$ cat src/design/pwa_pkg.sv
// ----------------------------------------------------------------------------
// pwa_pkg - shared constants of the pair word ALU
// Operation codes, field widths and default parameter values.
// ----------------------------------------------------------------------------
package pwa_pkg;

  localparam int WORD_WIDTH_DEF = 16;
  localparam int MODE_W         = 4;
  localparam int SHAMT_W        = 4;
  localparam int BYTE_W         = 8;
  localparam int NUM_WORDS      = 4;

  localparam logic [MODE_W-1:0] OP_NOP  = 4'd0;
  localparam logic [MODE_W-1:0] OP_ADD  = 4'd1;
  localparam logic [MODE_W-1:0] OP_SUB  = 4'd2;
  localparam logic [MODE_W-1:0] OP_SLT  = 4'd3;
  localparam logic [MODE_W-1:0] OP_AND  = 4'd4;
  localparam logic [MODE_W-1:0] OP_OR   = 4'd5;
  localparam logic [MODE_W-1:0] OP_NOR  = 4'd6;
  localparam logic [MODE_W-1:0] OP_XOR  = 4'd7;
  localparam logic [MODE_W-1:0] OP_LUI  = 4'd8;
  localparam logic [MODE_W-1:0] OP_LLI  = 4'd9;
  localparam logic [MODE_W-1:0] OP_SHL  = 4'd10;
  localparam logic [MODE_W-1:0] OP_SRA  = 4'd11;
  localparam logic [MODE_W-1:0] OP_SHR  = 4'd12;
  localparam logic [MODE_W-1:0] OP_PICK = 4'd13;
  localparam logic [MODE_W-1:0] OP_EXCH = 4'd14;

endpackage

$ cat src/design/pwa_alu.sv
// ----------------------------------------------------------------------------
// pwa_alu - combinational datapath of the pair word ALU
// One 2W-bit adder for add/sub/slt, logic, byte loads, a barrel shifter and word pick/exchange.
// ----------------------------------------------------------------------------
module pwa_alu
  import pwa_pkg::*;
#(
  parameter int WORD_WIDTH = WORD_WIDTH_DEF
) (
  input  logic [MODE_W-1:0]     mode,
  input  logic [WORD_WIDTH-1:0] a0,
  input  logic [WORD_WIDTH-1:0] a1,
  input  logic [WORD_WIDTH-1:0] b0,
  input  logic [WORD_WIDTH-1:0] b1,
  output logic [WORD_WIDTH-1:0] r0,
  output logic [WORD_WIDTH-1:0] r1,
  output logic [WORD_WIDTH-1:0] r2,
  output logic [WORD_WIDTH-1:0] r3
);

  localparam int PAIR_W = 2 * WORD_WIDTH;

  logic [PAIR_W-1:0]    pa;
  logic [PAIR_W-1:0]    pb_eff;
  logic [PAIR_W-1:0]    sum;
  logic                 do_add;
  logic [SHAMT_W:0]     amt;
  logic [WORD_WIDTH-1:0] shl_res;
  logic [WORD_WIDTH-1:0] shr_res;
  logic [WORD_WIDTH-1:0] sra_res;

  assign pa     = {a0, a1};
  assign do_add = (mode == OP_ADD);
  // subtract as add of the complement plus one
  assign pb_eff = do_add ? {b0, b1} : ~{b0, b1};
  assign sum    = pa + pb_eff + {{(PAIR_W-1){1'b0}}, ~do_add};

  assign amt     = {1'b0, b0[SHAMT_W-1:0]} + {{SHAMT_W{1'b0}}, 1'b1};
  assign shl_res = a0 << amt;
  assign shr_res = a0 >> amt;
  assign sra_res = WORD_WIDTH'($signed(a0) >>> amt);

  always_comb begin
    r0 = a0;
    r1 = a1;
    r2 = b0;
    r3 = b1;
    unique case (mode) inside
      OP_ADD, OP_SUB: begin
        r0 = sum[PAIR_W-1:WORD_WIDTH];
        r1 = sum[WORD_WIDTH-1:0];
      end
      OP_SLT:  r0 = {{(WORD_WIDTH-1){1'b0}}, sum[PAIR_W-1]};
      OP_AND:  r0 = a0 & b0;
      OP_OR:   r0 = a0 | b0;
      OP_NOR:  r0 = ~(a0 | b0);
      OP_XOR:  r0 = a0 ^ b0;
      OP_LUI:  r0 = {b0[WORD_WIDTH-BYTE_W-1:0], {BYTE_W{1'b0}}};
      OP_LLI:  r0 = {{(WORD_WIDTH-BYTE_W){1'b0}}, b0[BYTE_W-1:0]};
      OP_SHL:  r0 = shl_res;
      OP_SHR:  r0 = shr_res;
      OP_SRA:  r0 = sra_res;
      OP_PICK: begin
        r0 = b0;
        r1 = b1;
      end
      OP_EXCH: begin
        r0 = b0;
        r1 = b1;
        r2 = a0;
        r3 = a1;
      end
      default: ; // nop and the unused code pass all words through
    endcase
  end

endmodule

$ cat src/design/pair_word_alu.sv
// ----------------------------------------------------------------------------
// pair_word_alu - execute-stage ALU of a 16-bit register machine
// Registers an operation and four operand words, computes in one pass and
// holds the four result words in an output register.
// ----------------------------------------------------------------------------
//  channel  | ports                                   | beat carries
//  ---------+-----------------------------------------+----------------------
//  input    | in_tvalid, in_tready, in_tdata, in_tuser | mode + four words
//  result   | out_tvalid, out_tready, out_tdata       | four result words
//
//  One beat per cycle in and out, sustained while out_tready stays high. A
//  beat passes the input register, the ALU and the result register, and
//  out_tvalid rises once the result register has loaded it.
//  rst_n (synchronous, active low) empties both stages.
//  A stall on out_tready holds the result register; the input register
//  still fills, and in_tready drops only once both stages are full.
// ----------------------------------------------------------------------------
module pair_word_alu
  import pwa_pkg::*;
#(
  parameter int WORD_WIDTH = WORD_WIDTH_DEF
) (
  input  logic                            clk,
  input  logic                            rst_n,
  input  logic                            in_tvalid,
  output logic                            in_tready,
  // [W-1:0] in_word0, [2W-1:W] in_word1, [3W-1:2W] in_word2, [4W-1:3W] in_word3
  input  logic [NUM_WORDS*WORD_WIDTH-1:0] in_tdata,
  // [3:0] mode
  input  logic [MODE_W-1:0]               in_tuser,
  output logic                            out_tvalid,
  input  logic                            out_tready,
  // [W-1:0] out_word0, [2W-1:W] out_word1, [3W-1:2W] out_word2,
  // [4W-1:3W] out_word3
  output logic [NUM_WORDS*WORD_WIDTH-1:0] out_tdata
);

  localparam int W = WORD_WIDTH;

  logic                   in_vld_r;
  logic [MODE_W-1:0]      mode_r;
  logic [NUM_WORDS*W-1:0] opnd_r;
  logic                   out_vld_r;
  logic [NUM_WORDS*W-1:0] res_r;
  logic [NUM_WORDS*W-1:0] res_nxt;
  logic                   res_load;

  // result register takes a beat when empty or being drained this cycle
  assign res_load  = in_vld_r && (!out_vld_r || out_tready);
  // input register frees when its beat moves on
  assign in_tready = !in_vld_r || res_load;

  always_ff @(posedge clk) begin
    if (!rst_n) begin
      in_vld_r  <= 1'b0;
      out_vld_r <= 1'b0;
    end else begin
      if (in_tready) begin
        in_vld_r <= in_tvalid;
      end
      if (res_load) begin
        out_vld_r <= 1'b1;
      end else if (out_tready) begin
        out_vld_r <= 1'b0;
      end
    end
  end

  // payload: capture on acceptance, hold otherwise
  always_ff @(posedge clk) begin
    if (in_tvalid && in_tready) begin
      mode_r <= in_tuser;
      opnd_r <= in_tdata;
    end
    if (res_load) begin
      res_r <= res_nxt;
    end
  end

  pwa_alu #(
    .WORD_WIDTH (WORD_WIDTH)
  ) u_alu (
    .mode (mode_r),
    .a0   (opnd_r[W-1:0]),
    .a1   (opnd_r[2*W-1:W]),
    .b0   (opnd_r[3*W-1:2*W]),
    .b1   (opnd_r[4*W-1:3*W]),
    .r0   (res_nxt[W-1:0]),
    .r1   (res_nxt[2*W-1:W]),
    .r2   (res_nxt[3*W-1:2*W]),
    .r3   (res_nxt[4*W-1:3*W])
  );

  assign out_tvalid = out_vld_r;
  assign out_tdata  = res_r;

endmodule

$ cat config.mk
export PLATFORM = sky130hd
export DESIGN_NAME = pair_word_alu
export DESIGN_NICKNAME = d
export VERILOG_FILES = /design/src/design/pwa_pkg.sv /design/src/design/pwa_alu.sv /design/src/design/pair_word_alu.sv
export SDC_FILE = /design/constraint.sdc
export NUM_CORES = 1
export LEC_CHECK = 0
export ABC_AREA = 1
export BUFFER_PORTS_ARGS = -buffer_cell sky130_fd_sc_hd__buf_2
export CAP_MARGIN = 20
export CORE_AREA = 2 2 189 117
export CTS_BUF_LIST = sky130_fd_sc_hd__clkbuf_16
export CTS_CLUSTER_SIZE = 28
export DETAILED_ROUTE_END_ITERATION = 16
export DIE_AREA = 0 0 191 119
export PLACE_DENSITY = 0.74
export SLEW_MARGIN = 10
export SYNTH_ARGS = -nofsm -noshare
export SYNTH_HDL_FRONTEND = slang
export SYNTH_SLANG_ARGS = --single-unit
export TNS_END_PERCENT = 5
$ cat constraint.sdc
create_clock -name clk -period 4.1 [get_ports clk]
set_input_delay 0.615 -clock clk [delete_from_list [all_inputs] [get_ports clk]]
set_output_delay 0.615 -clock clk [all_outputs]
set_load 0.05 [all_outputs]
; Word-level counts from Yosys, hierarchy flattened
; Cells that the tools add are included.
[totals]
ff_bits = 134
[classes]
shift = 3
addsub = 3
reduce_logical = 9
bitwise = 6
n_mux = 7
n_eq_ne = 14
[ops]
columns = cell, n
row1 = 16-bit one-hot mux with 12 select lines, 1
row2 = 32-bit by 1-bit adder with 32-bit output, 1
row3 = 32-bit adder, 1
row4 = 16-bit two-way mux, 2
row5 = 32-bit two-way mux, 1
row6 = 32-bit inverter, 1
row7 = 16-bit one-hot mux with 2 select lines, 1
row8 = 4-bit equality test (second input constant), 7
row9 = 16-bit AND, 1
row10 = 4-bit by 3-bit equality test with 1-bit output (second input constant), 4
row11 = 16-bit inverter, 1
row12 = 16-bit OR, 1
row13 = 16-bit by 5-bit left shift with 16-bit output, 1
row14 = 16-bit by 5-bit right shift with 16-bit output, 1
row15 = 16-bit by 5-bit >>> shifter with 16-bit output, 1
row16 = 16-bit XOR, 1
row17 = 4-bit by 2-bit equality test with 1-bit output (second input constant), 2
row18 = 4-bit by 1-bit adder with 5-bit output (second input constant), 1
row19 = 4-bit by 1-bit equality test with 1-bit output (second input constant), 1
row20 = 2-bit OR reduction, 2
row21 = 1-bit logical AND, 2
row22 = 1-bit zero test, 2
row23 = 1-bit logical OR, 2
row24 = 1-bit two-way mux, 2
row25 = 2 further kinds, 2

; Longest topological paths before layout
; Gate-level depths: netlist of run 1.
[depth]
depth_word = 5
depth_mapped = 20
mapped_depth_nobuf = 19

; Modules after synthesis
; From an unflattened synthesis of run 1, not the netlist that was laid out.
[unflattened]
hier_cells = 1370
hier_area_um2 = 10271.1
[modules_own_cells]
columns = module, area_per_inst_um2, n_inst, seq_area_each_um2, cells_each
row1 = pwa_alu, 6212.2, 1, 0.0, 1225
row2 = pair_word_alu, 4058.9, 1, 4003.8, 145

; Least setup slack after synthesis of run 1
; OpenSTA, ideal clock, no wires.
[synth_timing]
kind = input port to flip-flop
from = input out_tready
to = register res_r[0], in the netlist out_tdata[0] (enable)
stages = 2
setup_slack_ns = -0.174
t_required_ns = 3.593
n_path_buf = 0
setup_time_ns = 0.507
arrival_ns = 3.767
path_cell_list = inv_1 a21oi_1
[synth_via]
elab_chain_cells = 2
[synth_rtl]
columns = item, line
row1 = "start, declared", pair_word_alu.sv:32  ; input logic out_tready,
row2 = 1-bit logical OR, pair_word_alu.sv:49  ; assign res_load = in_vld_r && (!out_vld_r || out_tready);
row3 = 1-bit logical AND, pair_word_alu.sv:49
row4 = via res_load, pair_word_alu.sv:46  ; logic res_load;
row5 = "end signal, assigned", pair_word_alu.sv:76  ; res_r <= res_nxt;
row6 = "end, declared", pair_word_alu.sv:44  ; logic [NUM_WORDS*W-1:0] res_r;
; The timed path passes the listed nets, and every way through them passes these cells.
; A chain may end at the register's enable or synchronous reset.

; Worst setup path after layout of run 1
[layout_timing]
from = register mode_r[0]
to = register res_r[14], in the netlist out_tdata[14] (data pin)
[layout_via]
elab_chain_cells = 5
word_cells_on_any_way = 21
classes_between = add/sub: 2 / eq/ne: 14 / mux: 2 / bitwise: 1 / reduce/logical: 2
[layout_rtl]
columns = item, line
row1 = "start, declared", pair_word_alu.sv:41  ; logic [MODE_W-1:0] mode_r;
row2 = "start signal, assigned", pair_word_alu.sv:72  ; mode_r <= in_tuser;
row3 = 4-bit by 1-bit equality test with 1-bit output, pwa_alu.sv:33  ; assign do_add = (mode == OP_ADD);
row4 = 32-bit two-way mux, pwa_alu.sv:35  ; assign pb_eff = do_add ? {b0, b1} : ~{b0, b1};
row5 = 32-bit adder, pwa_alu.sv:36  ; assign sum = pa + pb_eff + {{(PAIR_W-1){1'b0}}, ~do_add};
row6 = 32-bit by 1-bit adder with 32-bit output, pwa_alu.sv:36
row7 = 16-bit one-hot mux with 12 select lines *, pwa_alu.sv:48  ; unique case (mode) inside
row8 = via res_nxt[14], pair_word_alu.sv:45  ; logic [NUM_WORDS*W-1:0] res_nxt;
; Mark *: on every way through the listed nets, which the timed path passes. The rest lies on a longest branch.

==> metrics.md, run 1 <==
| Metric | Value |
|---|---|
| Flop2flop setup slack | approximately 340 ps |
| Post-synth top area share | about two fifths |
| Final hold vios | 0 |
| First-pass GRT wire length | 55.68 mm |
| Worst R2R Path Depth | 18 |
| Power Dens Cells | approximately 370 mW/mm^2 |
| Layout area overhead | 15.39% |
| Peak supply drop | 321.7 uV |
| Status | completed |
| Worst Tran Pin Value | 985.5 ps |
| WS Path Type | reg -> reg |
| Crit path required time | around 4300 ps |
| Prevailing post-synth register cell | edfxtp_1 |
| CTS tree | built |
| DR WL/cell | 20.64 um |
| Fmax | around 270 MHz |
| Synthesized area | between 0.01 and 0.015 mm^2 |
| CTS clk-pin slew, worst paths | 70 ps |
| Number of library cell types mapped by synthesis | 49 |
| Register bit count reported by yosys | ~130 |
| Synth Area per Inst | 7.467 um^2 |
| Final instance area | 0.01188 mm^2 |
| Resize count post-CTS | 0 |
| Fin crit period | 3757 ps |
| DRC errors left | 0 |
| Sequential area share after synthesis | 38.88% |
| Cell taking the most area after synthesis | edfxtp_1 |
| Max cap viols | 0 |
| WL final | 37.49 mm |
| Crit path arrival time | 3960 ps |
| Nature of the critical path startpoint | flip-flop |
| Tcrit/Tclk final | roughly 92% |
| Clock Tree Root | clkbuf_16 |
| Pleak | 0.005529 uW |
| Clk sinks | 134 |
| CTS max path bufs | 2 |
| Multi-input logic area | 0.005393 mm^2 |
| Filler instances | between 2000 and 2500 |
| Die Area | 0.02273 mm^2 |
| Total core area | 0.02128 mm^2 |
| H-tree Lvls | 4 |
| Horiz. Die Dim | 191 um |
| Initial DRC count | 1503 |
| Largest net degree at the start of global routing | 69 |
| Synth Instances | 1379 |
| Share of layout cells above drive strength 1 | 14.25% |
| Max Slew Vio Count | 0 |
| Skew-Pair Late Insertion Delay | 440 ps |
| IO Port Bufs | 137 |
| Slew HR | 33.61% |
| Final Setup Violations | 0 |
| RePlAce Congestion | around 1.1 |
| Initial antenna violation count | 0 |
| Reg2reg end | out_tdata[14] |
| Detail Route Antenna Nets | 0 |
| Vias | 10340 |
| Placed Area | 0.01133 mm^2 |
| CP Max Fanout | 31 |
| RSZ-0062 raised after global routing | false |
| Chip Height | 119 um |
| Synthesized net count | ~1500 |
| Vias in the first global route | 9182 |
| Net count, final | about 1700 |
| FF-to-FF Start | mode_r[0] |
| Area contributors post-synth | edfxtp_1 (38%), nand2_1 (13%), ha_1 (8.0%) |
| Remaining Overflow, GRT | 0 |
| Dpl hpwl | 29.27 mm |
| WHS Endpoint | opnd_r[53] |
| Total Routing Usage GR | 33.50% |
| # Post-CTS Setup Buffers | 0 |
| Hold Crit Depth | 1 |
| YS warnings | 0 |
| HP Class | in -> reg |
| Rows | 42 |
| Initial Util | between 40% and 50% |
| I/O pin count | 138 |
| Final WS setup | 343.3 ps |
| Vias/cell | 5.691 |
| Hold_buf cts | 0 |
| Clock skew | about 15 ps |
| Setup TNS | 0 ps |
| CP endpoint kind | flip-flop |
| Number of synthesized flops with an enable pin | between 100 and 150 |
| ANT cells | 0 |
| Drt pass-1 iters | 5 |
| Async S/R FF share, synth | 0% |
| CTS buffer count | 17 |
| Place WS | about 430 ps |
| FF/Latch Area | 0.004004 mm^2 |
| Hold_sp | in_tdata[53] |
-- power breakdown --
part	switching, uW	total, uW	internal [uW]
clock	645	1480	836
combinational	872	1220	347
sequential	64.6	1680	1620
total	1580	4380	2800
-- per-layer routing --
metal / GRT usage [%] / part of all wire (%) / up-vias
met4: 6.734 / 1.4 / 0
met5: 0 / 0 / -
met1: 54.00 / 48 / 4769
met3: 12.23 / 14 / 44
met2: 41.24 / 36 / 608
li1: - / - / 4914
-- layout by cell type (no fill, tap or decap), drive strengths merged, types with 17 or more instances in the layout --
cell,n
a21oi,94
buf,164
clkbuf,17
edfxtp,132
ha,66
inv,187
nand2,366
nand3,73
nor2,124
nor3,19
o21ai,157
xor2,30
-- state kept, by name, indices dropped and copies added (netlist names) --
register,flops
opnd_r,64
out_tdata,64
mode_r,4
in_vld_r,1
out_tvalid,1
-- stage by stage --
step	total power (uW)	std cells	util [%]	hold WS [ps]
2_1_floorplan	2502	1379	-	465.1
3_3_place_gp	2870	1784	53.22	512.4
3_5_place_dp	2878	1784	53.22	524.6
4_1_cts	4356	1816	55.83	332.2
5_1_grt	4575	1816	55.83	332.3
6_report	4379	1816	55.83	343.5
-- final cells by class --
type                       count  share of cell area, %
timing repair buffer         164                  7.476
multi-input combinational   1018                  45.38
clock inverter                15                  1.106
inverter                     182                  5.749
sequential                   134                  33.69
tap                          286                  3.011
clock buffer                  17                  3.580
-- synth_stat cells, drive strengths merged, types with 2 or more instances --
cell type  number
a21boi          3
a21oi          94
a22o            2
a22oi           2
a31oi           2
and2            2
buf            22
clkbuf         23
dfxtp           2
edfxtp        132
ha             66
inv           181
nand2         366
nand3          73
nand3b          6
nand4           8
nor2          124
nor3           19
nor4            2
o2111ai         4
o211ai         13
o21a           10
o21ai         157
o21bai          4
o221ai         14
or2             6
xnor2           3
xor2           30
-- cells by family after synthesis --
logic type               count (synthesis)  share of synthesized area (%)
buffers and inverters                  227                          8.906
multiplexers                             1                        0.09721
AND/OR/NAND/NOR                        607                          24.14
adder cells (fa/ha/maj)                 67                          8.214
AO/OA/AOI/OAI                          310                          16.88
flip-flops                             134                          38.88
XOR/XNOR                                33                          2.880
-- critical path, cell delays in order, from the launching register on --
cell and delay, ps:
edfxtp_1 420, inv_1 130, nor2_1 70, nand2_1 60, buf_4 460, xor2_1 200
inv_1 70, ha_1 350, nand2_1 60, o21ai_0 560, nand2_1 100, nand2_1 190
nand3_1 100, nand2_1 160, nand3b_1 260, nand2_1 140, nand2_1 50, nand3_1 60
a21oi_1 60
-- worst max-delay path by stage --
stage / start / endpoint / slack [ps] / cells past startpoint
3_3_place_gp: mode_r[0] / out_tdata[9] / 470 / 15
6_report: mode_r[0] / out_tdata[14] / 340 / 18
3_5_place_dp: mode_r[0] / out_tdata[9] / 430 / 15
4_1_cts: mode_r[0] / out_tdata[9] / 320 / 15
2_1_floorplan: out_tready / mode_r[0] / 1120 / 4
5_1_grt: mode_r[0] / out_tdata[0] / 140 / 18
Note: power is estimated with default switching activity, not from simulation.
==> run 2, diff against run 1 <==
--- a/config.mk
+++ b/config.mk
@@ -9,11 +9,11 @@
 export BUFFER_PORTS_ARGS = -buffer_cell sky130_fd_sc_hd__buf_2
 export CAP_MARGIN = 20
 export CORE_AREA = 2 2 189 117
-export CTS_BUF_LIST = sky130_fd_sc_hd__clkbuf_16
+export CTS_BUF_LIST = sky130_fd_sc_hd__clkbuf_8
 export CTS_CLUSTER_SIZE = 28
 export DETAILED_ROUTE_END_ITERATION = 16
 export DIE_AREA = 0 0 191 119
-export PLACE_DENSITY = 0.74
+export PLACE_DENSITY = 0.73
 export SLEW_MARGIN = 10
 export SYNTH_ARGS = -nofsm -noshare
 export SYNTH_HDL_FRONTEND = slang
==> run 2 against run 1 <==
Effect of this change:
- global-route usage up 1.9 points
- setup slack worse by 85 ps
- register-to-register slack worse by 80 ps
- largest cell class unchanged
- largest power group unchanged
- highest routed layer is now met5
==> metrics.md, run 2 (synthesis gave the netlist of run 1 again) <==
| Metric | Value |
|---|---|
| Worst Path Buf+Inv | 2 (-1) |
| Net count, final | 1656 (unchanged) |
| Vias | 10510 (+1.7%) |
| Status | completed |
| Total Routing Usage GR | 35.41% (+1.9 points) |
| Vias in the first global route | 9584 (+4.4%) |
| Worst Tran Pin Value | 972.1 ps (-13.38 ps) |
| Largest net degree at the start of global routing | 69 (unchanged) |
| Vias/cell | 5.779 (+1.6%) |
| IO Port Bufs | 137 (unchanged) |
| Commonest non-fill, non-tap cells in the layout | nand2_1 (365), inv_1 (176), o21ai_0 (150), buf_2 (137), edfxtp_1 (132) |
| Fin crit period | 3841 ps (+84.66 ps) |
| Crit path to | out_tdata[9] |
| Crit path required time | 4390 ps (+90 ps) |
| Filler instances | 2033 (-0.78%) |
| Skew-Pair Late Insertion Delay | 480 ps (+40 ps) |
| Initial Util | 48.38% (unchanged) |
| CTS tree | built |
| Die Area | 0.02273 mm^2 (unchanged) |
| Initial antenna violation count | 2 (+2) |
| CTS buffer count | 17 (unchanged) |
| Reg2reg end | out_tdata[9] |
| Drt pass-1 iters | 6 (+1) |
| # Post-CTS Setup Buffers | 0 (unchanged) |
| RePlAce Congestion | 1.009 (-5.6%) |
| Worst R2R Path Depth | 14 (-4) |
| WL final | 39.67 mm (+5.8%) |
| Chip Height | 119 um (unchanged) |
| Pleak | 0.005457 uW (-1.3%) |
| Clock skew | 38.49 ps (+23.50 ps) |
| Max Slew Vio Count | 0 (unchanged) |
| Resize count post-CTS | 0 (unchanged) |
| Rows | 42 (unchanged) |
| Multi-input logic area | 0.005393 mm^2 (unchanged) |
| Flop2flop setup slack | 260 ps (-80 ps) |
| Final hold vios | 0 (unchanged) |
| Peak supply drop | 304.9 uV (-5.2%) |
| Crit path max-delay family | simple AND/OR/NAND/NOR gates |
| H-tree Lvls | 4 (unchanged) |
| FF/Latch Area | 0.004004 mm^2 (unchanged) |
| Final Setup Violations | 0 (unchanged) |
| CP dominant cell by count | nand3_1 |
| RSZ-0062 raised after global routing | false |
| Detail Route Antenna Nets | 0 (unchanged) |
| Power Dens Cells | 344.1 mW/mm^2 (-6.6%) |
| Total core area | 0.02128 mm^2 (unchanged) |
| Hold_buf cts | 0 (unchanged) |
| Slew HR | 34.51% (+0.90 points) |
| Share of layout cells above drive strength 1 | 14.31% (+0.065 points) |
| Layout area overhead | 14.01% |
| Nature of the critical path startpoint | flip-flop |
| CTS max path bufs | 2 (unchanged) |
| CP Max Fanout | 31 (unchanged) |
| CTS clk-pin slew, worst paths | 110 ps (+40 ps) |
| Final instance area | 0.01174 mm^2 (-1.2%) |
| DR WL/cell | 21.82 um (+5.7%) |
| DRC errors left | 0 (unchanged) |
| CP Cell Sequence | nor2_1 > nand2_1 > buf_12 > xor2_1 > inv_1 > ha_1 > nand2_1 > nor2_1 > nand3_1 > o21ai_0 > nand3_1 > nand3b_1 > nand3_1 > a21oi_1 |
| Tcrit/Tclk final | 93.69% (+2.1 points) |
| Crit path depth | 14 (-4) |
| Critical path origin | mode_r[3] |
| Remaining Overflow, GRT | 0 (unchanged) |
| Initial DRC count | 1312 (-13%) |
| Horiz. Die Dim | 191 um (unchanged) |
| CP endpoint kind | flip-flop |
| Max cap viols | 0 (unchanged) |
| Fmax | 260.3 MHz (-2.2%) |
| Clk sinks | 134 (unchanged) |
| Crit path arrival time | 4130 ps (+170 ps) |
| I/O pin count | 138 (unchanged) |
| Max incr delay on CP | 770 ps (+210 ps) |
| Hold_sp | in_tdata[2] |
| Clock Tree Root | clkbuf_8 |
| First-pass GRT wire length | 58.30 mm (+4.7%) |
| Most common cell after layout, fill and taps aside | nand2_1 |
| Hold_ws | 296.3 ps (-47.18 ps) |
| Dpl hpwl | 31.07 mm (+6.2%) |
| Critical path's slowest cell | o21ai_0 |
| Placed Area | 0.01135 mm^2 (+0.22%) |
| WS Path Type | reg -> reg |
| HP Class | in -> reg |
| Setup TNS | 0 ps (unchanged) |
| FF-to-FF Start | mode_r[3] |
[run 2: changes by cell type in the layout (fill, tap and decap cells not counted), sizes merged]
cell	delta
clkbuf	+2
diode	+2
inv	-2
[run 2: final cells by class]
type | count | share of cell area (%)
Clock buffer | 19 | 2.227
Sequential cell | 134 | 34.10
Multi-Input combinational cell | 1018 | 45.93
Inverter | 182 | 5.819
Clock inverter | 13 | 1.044
Timing Repair Buffer | 164 | 7.780
Tap cell | 286 | 3.048
Antenna cell | 2 | 0.04263
[run 2: stage by stage]
| stage | power [uW] | cells | setup slack, ps | utilization (%) |
|---|---|---|---|---|
| 4_1_cts | 3998 | 1816 | 483.7 | 55.14 |
| 6_report | 4040 | 1818 | 258.6 | 55.16 |
| 5_1_grt | 4223 | 1816 | 123.2 | 55.14 |
| 2_1_floorplan | 2502 | 1379 | 1121 | - |
| 3_5_place_dp | 2910 | 1784 | 493.9 | 53.33 |
| 3_3_place_gp | 2907 | 1784 | 645.7 | 53.33 |
[run 2: worst min-delay path by stage]
stage	to	slack, ps	cells after the start
after floorplan	out_tvalid	470	2
after global placement	out_tvalid	510	2
after detailed placement	out_tvalid	520	2
after CTS	opnd_r[5]	280	1
after global routing	opnd_r[4]	270	1
final	opnd_r[2]	300	1
[run 2: layer usage]
layer	GRT usage [%]	part of all wire (%)	routed length (um)
met5	2.941	0.21	85
met4	7.364	1.4	574
met3	17.04	17	6643
met2	42.80	35	14030
met1	54.73	46	18340
[run 2: worst register-to-register path, delay by kind of cell (launching register included)]
family	cells	cell delay (ps)
AND/OR/NAND/NOR	8	1440
AO/OA/AOI/OAI	2	980
flip-flops	1	450
adder cells (fa/ha/maj)	1	360
buffers and inverters	2	270
XOR/XNOR	1	180
[run 2: where the power goes]
group | internal [uW] | total, uW | switching, uW | leakage [uW]
Sequential | 1610 | 1680 | 70.6 | 0.00128
Combinational | 352 | 1260 | 903 | 0.00398
Clock | 517 | 1100 | 585 | 0.000190
Total | 2480 | 4040 | 1560 | 0.00546
